**src/hw/rtl/gfc_pkg.sv**
```systemverilog
// Shared constants of the gated frequency counter
`timescale 1ns / 1ps
package gfc_pkg;
	localparam int COUNT_WIDTH_DEF = 32;

	localparam int IN_TDATA_W  = 8;
	localparam int OUT_TDATA_W = 72;
	localparam int CFG_DATA_W  = 32;
	localparam int CFG_IDX_W   = 2;

	localparam logic [CFG_IDX_W-1:0] REG_REF_DIVIDER = 2'd0;
	localparam logic [CFG_IDX_W-1:0] REG_GATE_TICKS  = 2'd1;
	localparam logic [CFG_IDX_W-1:0] REG_GATE_MS     = 2'd2;

	localparam logic [16:0] DIV_RESET   = 17'd1;
	localparam logic [16:0] DIV_MAX     = 17'd65536;
	localparam logic [31:0] TICKS_RESET = 32'd1000;
	localparam logic [15:0] MS_RESET    = 16'd1000;

	// 100 percent * 1000 ms/s * 2^16 (Q16.16)
	localparam logic [32:0] ERR_NUM = 33'd6553600000;

	localparam int DEN_W = 48;
endpackage

```
**src/hw/rtl/gated_frequency_counter_unit.sv**
```systemverilog
// Gated frequency counter: gate timing, pulse counting and result arithmetic
//
// Each input beat is one clock step of events (start request, reference tick,
// pulse edge); beats that do not close the gate can follow back to back. The
// beat that closes the gate starts the result arithmetic on one shared
// shift-subtract divider: frequency = count*1000/gate_ms, then
// error = 6553600000/(frequency*gate_ms), or zero at zero frequency. The divider
// numerator is NUM_W = max(COUNT_WIDTH+10, 33) bits wide, and s_tready stays
// low from the closing beat until the result is loaded into the output register.
// The result waits in an output register, so counting beats for the next
// measurement are taken while it is still unread.
`timescale 1ns / 1ps
module gated_frequency_counter_unit
	import gfc_pkg::*;
#(
	parameter int COUNT_WIDTH = COUNT_WIDTH_DEF
) (
	input  logic                   clk,
	input  logic                   arst_n,
	input  logic                   s_tvalid,
	output logic                   s_tready,
	input  logic [IN_TDATA_W-1:0]  s_tdata,  // start_req, ref_tick, pulse_edge, zero pad
	output logic                   m_tvalid,
	input  logic                   m_tready,
	output logic [OUT_TDATA_W-1:0] m_tdata,  // frequency[31:0], error_pct[63:32],
	                                         // count_saturated[64], zero pad
	input  logic                   cfg_we,
	input  logic [CFG_IDX_W-1:0]   cfg_index,
	input  logic [CFG_DATA_W-1:0]  cfg_data
);
	localparam int NUM_W = (COUNT_WIDTH + 10 > 33) ? COUNT_WIDTH + 10 : 33;
	localparam logic [COUNT_WIDTH-1:0] PULSE_MAX = '1;

	localparam logic [2:0] PH_COUNT   = 3'd0;
	localparam logic [2:0] PH_DIV1_GO = 3'd1;
	localparam logic [2:0] PH_DIV1    = 3'd2;
	localparam logic [2:0] PH_MUL     = 3'd3;
	localparam logic [2:0] PH_DIV2_GO = 3'd4;
	localparam logic [2:0] PH_DIV2    = 3'd5;
	localparam logic [2:0] PH_FINAL   = 3'd6;

	logic [16:0]            ref_div_q;
	logic [31:0]            gate_ticks_q;
	logic [15:0]            gate_ms_q;

	logic [2:0]             phase_q;
	logic                   busy_q;
	logic [15:0]            pre_q;
	logic [31:0]            gate_q;
	logic [COUNT_WIDTH-1:0] pulse_q;
	logic                   ovf_q;

	logic [31:0]            freq_q;
	logic [31:0]            err_q;
	logic                   sat_q;
	logic [DEN_W-1:0]       prod_q;

	logic                   m_tvalid_q;
	logic [OUT_TDATA_W-1:0] m_tdata_q;

	logic                   start_req, ref_tick, pulse_edge;
	logic                   step, start_eff, closed;
	logic                   out_load;
	logic [16:0]            div_eff;
	logic [31:0]            ticks_eff;
	logic [15:0]            ms_eff;
	logic [15:0]            pre_base, pre_nxt;
	logic [31:0]            gate_base, gate_nxt;
	logic [COUNT_WIDTH-1:0] pulse_base, pulse_nxt;
	logic                   ovf_base, ovf_nxt;

	logic                   div_start, div_done;
	logic [NUM_W-1:0]       div_num, div_quo, pulse_ext;
	logic [DEN_W-1:0]       div_den;
	logic                   quo_high;

	assign start_req  = s_tdata[0];
	assign ref_tick   = s_tdata[1];
	assign pulse_edge = s_tdata[2];

	assign s_tready  = (phase_q == PH_COUNT);
	assign step      = s_tvalid && s_tready && (busy_q || start_req);
	assign start_eff = !busy_q && start_req;
	assign out_load  = (phase_q == PH_FINAL) && (!m_tvalid_q || m_tready);

	assign div_eff   = (ref_div_q == '0) ? 17'd1 : ((ref_div_q > DIV_MAX) ? DIV_MAX : ref_div_q);
	assign ticks_eff = (gate_ticks_q == '0) ? 32'd1 : gate_ticks_q;
	assign ms_eff    = (gate_ms_q == '0) ? 16'd1 : gate_ms_q;

	always_comb begin
		pre_base   = start_eff ? '0 : pre_q;
		gate_base  = start_eff ? '0 : gate_q;
		pulse_base = start_eff ? '0 : pulse_q;
		ovf_base   = start_eff ? 1'b0 : ovf_q;
		pulse_nxt  = pulse_base;
		ovf_nxt    = ovf_base;
		pre_nxt    = pre_base;
		gate_nxt   = gate_base;
		closed     = 1'b0;
		if (pulse_edge) begin
			if (pulse_base == PULSE_MAX) begin
				ovf_nxt = 1'b1;
			end else begin
				pulse_nxt = pulse_base + 1'b1;
			end
		end
		if (ref_tick) begin
			if ({1'b0, pre_base} + 17'd1 >= div_eff) begin
				pre_nxt = '0;
				if ({1'b0, gate_base} + 33'd1 >= {1'b0, ticks_eff}) begin
					closed = 1'b1;
				end else begin
					gate_nxt = gate_base + 1'b1;
				end
			end else begin
				pre_nxt = pre_base + 1'b1;
			end
		end
	end

	// count*1000 as shifts and subtracts
	assign pulse_ext = NUM_W'(pulse_q);
	assign div_start = (phase_q == PH_DIV1_GO) || (phase_q == PH_DIV2_GO);
	assign div_num   = (phase_q == PH_DIV1_GO)
		? (pulse_ext << 10) - (pulse_ext << 4) - (pulse_ext << 3)
		: NUM_W'(ERR_NUM);
	assign div_den   = (phase_q == PH_DIV1_GO) ? DEN_W'(ms_eff) : prod_q;
	assign quo_high  = |div_quo[NUM_W-1:32];

	gfc_div #(
		.NUM_W(NUM_W)
	) u_div (
		.clk   (clk),
		.arst_n(arst_n),
		.start (div_start),
		.num   (div_num),
		.den   (div_den),
		.done  (div_done),
		.quo   (div_quo)
	);

	always_ff @(posedge clk or negedge arst_n) begin
		if (!arst_n) begin
			ref_div_q    <= DIV_RESET;
			gate_ticks_q <= TICKS_RESET;
			gate_ms_q    <= MS_RESET;
		end else if (cfg_we) begin
			case (cfg_index)
				REG_REF_DIVIDER: ref_div_q    <= cfg_data[16:0];
				REG_GATE_TICKS:  gate_ticks_q <= cfg_data;
				REG_GATE_MS:     gate_ms_q    <= cfg_data[15:0];
				default: ;
			endcase
		end
	end

	always_ff @(posedge clk or negedge arst_n) begin
		if (!arst_n) begin
			phase_q    <= PH_COUNT;
			busy_q     <= 1'b0;
			pre_q      <= '0;
			gate_q     <= '0;
			pulse_q    <= '0;
			ovf_q      <= 1'b0;
			m_tvalid_q <= 1'b0;
		end else begin
			if (out_load) begin
				m_tvalid_q <= 1'b1;
			end else if (m_tready) begin
				m_tvalid_q <= 1'b0;
			end
			case (phase_q)
				PH_COUNT: begin
					if (step) begin
						pre_q   <= pre_nxt;
						gate_q  <= gate_nxt;
						pulse_q <= pulse_nxt;
						ovf_q   <= ovf_nxt;
						busy_q  <= !closed;
						if (closed) begin
							phase_q <= PH_DIV1_GO;
						end
					end
				end
				PH_DIV1_GO: phase_q <= PH_DIV1;
				PH_DIV1: begin
					if (div_done) begin
						phase_q <= PH_MUL;
					end
				end
				PH_MUL:     phase_q <= (freq_q == '0) ? PH_FINAL : PH_DIV2_GO;
				PH_DIV2_GO: phase_q <= PH_DIV2;
				PH_DIV2: begin
					if (div_done) begin
						phase_q <= PH_FINAL;
					end
				end
				PH_FINAL: begin
					if (out_load) begin
						phase_q <= PH_COUNT;
					end
				end
				default: phase_q <= PH_COUNT;
			endcase
		end
	end

	always_ff @(posedge clk) begin
		if (phase_q == PH_DIV1 && div_done) begin
			freq_q <= quo_high ? '1 : div_quo[31:0];
			sat_q  <= ovf_q || quo_high;
		end
		if (phase_q == PH_MUL) begin
			prod_q <= freq_q * ms_eff;
			err_q  <= '0;
		end
		if (phase_q == PH_DIV2 && div_done) begin
			err_q <= quo_high ? '1 : div_quo[31:0];
		end
		if (out_load) begin
			m_tdata_q <= {7'd0, sat_q, err_q, freq_q};
		end
	end

	assign m_tvalid = m_tvalid_q;
	assign m_tdata  = m_tdata_q;
endmodule

```
**src/hw/rtl/gfc_div.sv**
```systemverilog
// Restoring shift-subtract divider, one quotient bit per cycle
`timescale 1ns / 1ps
module gfc_div
	import gfc_pkg::*;
#(
	parameter int NUM_W = 42
) (
	input  logic             clk,
	input  logic             arst_n,
	input  logic             start,
	input  logic [NUM_W-1:0] num,
	input  logic [DEN_W-1:0] den,
	output logic             done,
	output logic [NUM_W-1:0] quo
);
	localparam int CNT_W = $clog2(NUM_W + 1);

	logic [DEN_W-1:0] rem_q;
	logic [DEN_W-1:0] den_q;
	logic [NUM_W-1:0] quo_q;
	logic [CNT_W-1:0] cnt_q;
	logic             done_q;

	logic [DEN_W:0]   shifted;
	logic [DEN_W:0]   diff;
	logic             fits;

	assign shifted = {rem_q, quo_q[NUM_W-1]};
	assign diff    = shifted - {1'b0, den_q};
	assign fits    = shifted >= {1'b0, den_q};

	always_ff @(posedge clk or negedge arst_n) begin
		if (!arst_n) begin
			cnt_q  <= '0;
			done_q <= 1'b0;
		end else begin
			done_q <= 1'b0;
			if (start) begin
				cnt_q <= CNT_W'(NUM_W);
			end else if (cnt_q != '0) begin
				cnt_q  <= cnt_q - 1'b1;
				done_q <= (cnt_q == CNT_W'(1));
			end
		end
	end

	always_ff @(posedge clk) begin
		if (start) begin
			rem_q <= '0;
			den_q <= den;
			quo_q <= num;
		end else if (cnt_q != '0) begin
			rem_q <= fits ? diff[DEN_W-1:0] : shifted[DEN_W-1:0];
			quo_q <= {quo_q[NUM_W-2:0], fits};
		end
	end

	assign done = done_q;
	assign quo  = quo_q;
endmodule

```
**config.mk**
```make
export PLATFORM = sky130hd
export DESIGN_NAME = gated_frequency_counter_unit
export DESIGN_NICKNAME = d
export VERILOG_FILES = /design/src/hw/rtl/gfc_pkg.sv /design/src/hw/rtl/gated_frequency_counter_unit.sv /design/src/hw/rtl/gfc_div.sv
export SDC_FILE = /design/constraint.sdc
export NUM_CORES = 2
export LEC_CHECK = 0
export ABC_AREA = 0
export BUFFER_PORTS_ARGS = -buffer_cell sky130_fd_sc_hd__buf_2
export CORE_ASPECT_RATIO = 0.9
export CORE_UTILIZATION = 51
export DETAILED_ROUTE_END_ITERATION = 6
export GPL_ROUTABILITY_DRIVEN = 0
export GPL_TIMING_DRIVEN = 1
export PLACE_DENSITY = 0.71
export SYNTH_ARGS = -nofsm -noshare
export SYNTH_HDL_FRONTEND = slang
export SYNTH_SLANG_ARGS = --single-unit
```
**constraint.sdc**
```tcl
create_clock -name clk -period 6.95 [get_ports clk]
set_input_delay 1.39 -clock clk [delete_from_list [all_inputs] [get_ports clk]]
set_output_delay 1.39 -clock clk [all_outputs]
set_load 0.01 [all_outputs]
```
---- Yosys cells after proc, flatten, opt, wreduce, memory -nomap -nowiden ----
Index checks and enable logic that the tools add are counted.
word-level totals
  output and inout bits ................... 74
  bits of input ports ..................... 47
  bits in registers ....................... 474
  logic and storage cells ................. 120
operators by class
  muxes and demuxes ....................... 41
  add/subtract/negate cells ............... 9
  reductions and logical operators ........ 29
  magnitude comparators ................... 4
  eq/ne operators ......................... 15
  $mul .................................... 1
operators with widths
  kind                                                   count
  2-to-1 mux 32 bit                                      11
  2-to-1 mux 42 bit                                      3
  2-to-1 mux 16 bit                                      5
  adder 32 x 1 -> 32 bit, second input constant          2
  logical NOT 32 bit                                     2
  greater-or-equal comparator 49 x 48 -> 1 bit           1
  multiplier 32 x 16 -> 48 bit                           1
  2-to-1 mux 48 bit                                      1
  subtractor 48 bit                                      1
  subtractor 42 x 35 -> 42 bit                           1
  subtractor 42 x 36 -> 42 bit                           1
  2-to-1 mux 17 bit                                      2
  adder 32 x 1 -> 33 bit, second input constant          1
  greater-or-equal comparator 33 x 32 -> 1 bit           1
  == test 32 bit, second input constant                  1
  one-hot mux 3 bit (7 select lines)                     1
  adder 16 x 1 -> 17 bit, second input constant          1
  greater-or-equal comparator 17 bit                     1
  greater-than comparator 17 bit, second input constant  1
  logical NOT 17 bit                                     1
  adder 16 x 1 -> 16 bit, second input constant          1
  logical NOT 16 bit                                     1
  2-to-1 mux 3 bit                                       5
  2-to-1 mux 6 bit                                       2
  other kinds (21)                                       51

---- Longest topological paths before layout ----
  depth after elaboration ................. 11
  mapped depth ............................ 27
  gate-level depth less buffers ........... 24

---- Cells and area by module ----
Synthesis repeated with hierarchy kept, for this count alone.
second synthesis, totals
  cells, all modules ...................... 4,458
  area, all modules ....................... 43,163.9 um^2
by module, submodules not included
  module                        times used  cells an instance  sequential area each (um^2)  area an instance (um^2)
  gated_frequency_counter_unit  1           3,601              9,140.0                      34,531.9
  gfc_div                       1           857                3,838.7                      8,632.0

---- Least setup slack after synthesis ----
OpenSTA, ideal clock, no wires.
  kind .................................... register to register
  start point ............................. register gate_ms_q[9]
  end point ............................... register prod_q[40], data pin
  data required time ...................... 6.691 ns
  library setup time ...................... 0.259 ns
  buffers on the path ..................... 3
  stages on the path, launching flop included .. 25
  clock period less this slack ............ 6.934 ns
  setup slack ............................. 0.016 ns
  data arrival time ....................... 6.674 ns
  cells stage by stage .................... dfstp_2 clkbuf_1 clkbuf_1 nand2_1 fa_1 inv_1 fa_1 fa_1 fa_1 fa_1 inv_1 fa_1 inv_1 ha_1 clkbuf_1 and4_1 and3_1 nand3_1 nor4_1 nor3_1 a221oi_1 a21o_1 or2_1 a41oi_1 xnor2_1
between the ends
  word-level cells in the longest chain between the ends .. 3
RTL lines
  element                           line                                 RTL
  from (decl)                       gated_frequency_counter_unit.sv:44   logic [15:0] gate_ms_q;
  from (signal assigned)            gated_frequency_counter_unit.sv:151  REG_GATE_MS: gate_ms_q <= cfg_data[15:0];
  logical NOT 16 bit                gated_frequency_counter_unit.sv:88   assign ms_eff = (gate_ms_q == '0) ? 16'd1 : gate_ms_q;
  2-to-1 mux 16 bit (*)             gated_frequency_counter_unit.sv:88
  multiplier 32 x 16 -> 48 bit (*)  gated_frequency_counter_unit.sv:214  prod_q <= freq_q * ms_eff;
  to (signal assigned)              gated_frequency_counter_unit.sv:214
  to (decl)                         gated_frequency_counter_unit.sv:56   logic [DEN_W-1:0] prod_q;
Mark *: on every way between the ends. The rest lies on a longest branch, timed or not.
A chain may end at the register's enable or synchronous reset.

---- Final worst setup path ----
  start point ............................. register gate_ms_q[9]
  end point ............................... register prod_q[47], data pin
The elaborated chain is that of the path after synthesis.

==> flow_summary_export.csv <==
group,metric,value,unit
worst_setup_path,cp_max_fo,9,
die,initial_utilization,51.76,%
outcome,outcome,"complete, no violations",
timing,slew_violations,0,
global_route,track_usage,24.78,%
routing,num_vias,31277,
cts,root_buffer,"clkbuf_16",
timing,post-route-min-period,6684,ps
placed_design,dp_hpwl,78.86,mm
yosys,syn_area_per_cell,9.632,um2
cts,htreeDepth,2,
die,rows,99,
worst_setup_path,cp.arrival,7050,ps
placed_design,io_buffers,108,
die,die_x,305.2,um
routing,wl_per_cell,18.39,um
yosys,synth_area_leader_cell,"fa_1",
timing,max_clock_freq,149.6,MHz
cts,clk_latency,670,ps
cts,tritoncts,"yes",
cts,cts_made_buffers,52,
yosys,ys.flop_type,"edfxtp_1",
worst_setup_path,worstSetupPathType,"reg2reg",
layout,area_growth,10.62,%
die,fp.dieArea,0.08388,mm2
worst_setup_path,worstPathCellList,"buf_4, nand2_1, fa_1, inv_1, fa_1, fa_1, fa_1, fa_1, inv_1, fa_1, inv_1, ha_1, and3_1, nand4_1, nor4_1, a22oi_1, buf_4, a311oi_4, o31ai_1, buf_4, o21ai_1, a21o_1, a21oi_2, xnor2_1",
yosys,syn_inst,4380,
min_path,holdCritPathClass,"reg2reg",
worst_setup_path,r2r-start,"gate_ms_q[9]",
die,core_area,0.08151,mm2
placed_design,dp.cells,5497,
routing,drc,0,
timing,skew,60.85,ps
global_route,grt_pass1_vias,31339,
routing,first_pass_iters,5,
min_path,hold_start,"err_q[4]",
yosys,async_flop_share,33.33,%
cts,cts.reportedPaths.clkPinSlew,60,ps
layout,final_common_cell,"inv_1",
layout,drive_above_1_share,11.75,%
flow_run,maxCapViolCount,0,
cts,cts_sinks,474,
die,dieHeight,274.9,um
global_route,grt-ovfl-total,0,
yosys,netlist_area,0.04219,mm2
yosys,ys_seq_elements,474,
yosys,ys_top_cells_by_area,"fa_1 (21%), edfxtp_1 (19%), dfrtp_1 (8.6%)",
global_route,grt_max_degree,80,
layout,diodes,0,
timing,worst_slew_pin_slew,1199,ps
cts,clk_path_buf_depth,3,
routing,avgViaCountPerCell,5.579,
timing,fin_worst_hold_slack,417.0,ps
worst_setup_path,crit_start,"gate_ms_q[9]",
routing,antenna_left,0,
worst_setup_path,slowest_delay,620,ps
worst_setup_path,required,7310,ps
yosys,synth_top_area_share,21.07,%
die,ios,121,
timing,slew_headroom,19.89,%
timing,rsz0062_at_grt,"no",
yosys,synth_warnings,0,
yosys,synth.lib_cells_used.distinct,84,
global_route,antenna_found_initial,2,
global_route,grt_pass1_wl,166.4,mm
worst_setup_path,slowest_stage,"dfstp_2",
yosys,synth-edff-count,268,
yosys,ys_seq_area_share,30.76,%
worst_setup_path,critPathMostFrequentCell,"fa_1",
worst_setup_path,cp-start-kind,"register",
worst_setup_path,crit_path_end_kind,"register",
timing,fin_crit_sh,96.17,%
routing,wirelength,103.1,mm
layout,finalNetCount,5260,
routing,drt_iter0_drc,2445,
timing,final-setup-viol-count,0,
layout,layout_common_cells,"inv_1 (609), nand2_1 (604), fa_1 (442), edfxtp_1 (268), and2_1 (267)",
timing,finalHoldViolCount,0,
layout,fin_cells,5606,
cts,cts_hold_buffers,0,
[worst max-delay path, delay by kind of cell, from the launching register on]
family | cells | cell delay [ps]
simple gates | 4 | 720
buf+inv | 6 | 690
compound gates | 6 | 860
fa+ha+maj | 7 | 3410
flops | 1 | 620
xor+xnor | 1 | 120
[cells in the mapped netlist (38+ instances only)]
| library cell | n |
|---|---|
| ha_1 | 267 |
| and2_1 | 267 |
| a31oi_1 | 44 |
| mux2_2 | 80 |
| inv_1 | 610 |
| dfxtp_1 | 48 |
| nand2_1 | 607 |
| o21ai_0 | 190 |
| dfrtp_1 | 145 |
| xnor2_1 | 110 |
| nand4_1 | 46 |
| fa_1 | 444 |
| a21o_1 | 72 |
| nor3_1 | 38 |
| a21oi_1 | 196 |
| xor2_1 | 76 |
| nor2b_1 | 56 |
| edfxtp_1 | 268 |
| nor2_1 | 135 |
| nand3_1 | 85 |
| clkbuf_1 | 184 |
[flip-flops by register name (all words and copies together) (netlist names)]
register,count
ref_div_q,17
gate_ms_q,16
prod_q,48
u_div.done,1
pulse_q,32
m_tvalid,1
m_tdata,65
u_div.quo,42
u_div.cnt_q,6
freq_q,32
u_div.den_q,48
sat_q,1
ovf_q,1
gate_ticks_q,32
err_q,32
pre_q,16
busy_q,1
gate_q,32
phase_q,3
u_div.rem_q,48
[stage by stage]
stage | instance area [um2] | utilization (%) | setup slack [ps] | setup TNS (ps)
after floorplan | 42210 | - | 16.24 | 0
after global placement | 44600 | 54.73 | 25.01 | 0
after detailed placement | 44600 | 54.73 | -82.62 | -139.5
after CTS | 46380 | 56.90 | 2.627 | 0
after global routing | 46670 | 57.26 | 5.979 | 0
final | 46670 | 57.26 | 266.2 | 0
[layout make-up]
class / instances / area (um2)
clock buffers: 65 / 1421
clock inverters: 33 / 341.6
fillers: 7039 / 34840
inverters: 611 / 2293
multi-input cells: 3095 / 26320
flip-flops and latches: 474 / 12990
well taps: 1060 / 1326
repair buffers: 268 / 1982
[worst paths after layout]
| check | depth (start not counted) | end | slack, ps |
|---|---|---|---|
| setup / recovery | 24 | prod_q[47] | 270 |
| hold / removal | 0 | m_tdata[36] | 420 |
| setup reg to reg | 24 | prod_q[47] | 270 |
| hold reg to reg | 0 | m_tdata[36] | 420 |
| max in group asynchronous | 2 | gate_ms_q[11] | 5010 |
| min in group asynchronous | 1 | ref_div_q[1] | 680 |
[routing by layer]
layer  vias to the layer above  GRT usage [%]  share of wire (%)
met3                       175          3.474                6.2
met1                     15480          34.21                 45
li1                      14639              -                  -
met5                         -              0             0.0078
met2                       981          40.43                 46
met4                         2          8.239                3.4
[logic make-up (layout without fill, tap and decap cells)]
kind of cell,count (synthesis),in the layout,synth area share [%]
simple gates,1400,1400,16.27
buf+inv,817,977,7.364
fa+ha+maj,711,711,28.99
compound gates,694,694,10.21
flops,474,474,30.76
xor+xnor,186,186,3.861
mux,97,97,2.539
other cells,1,7,0.008889
[repair_timing]
| action | 4_1_cts | 5_1_grt |
|---|---|---|
| setup buffers | 0 | 11 |
| endpoints found under the setup margin | 5 | 15 |
| pin swaps | 0 | 3 |
| gates cloned | 0 | 0 |
| resized for setup | 3 | 29 |
Power is not shown: default switching activity piles up to over one toggle a cycle in this logic, so the estimate is an artifact.
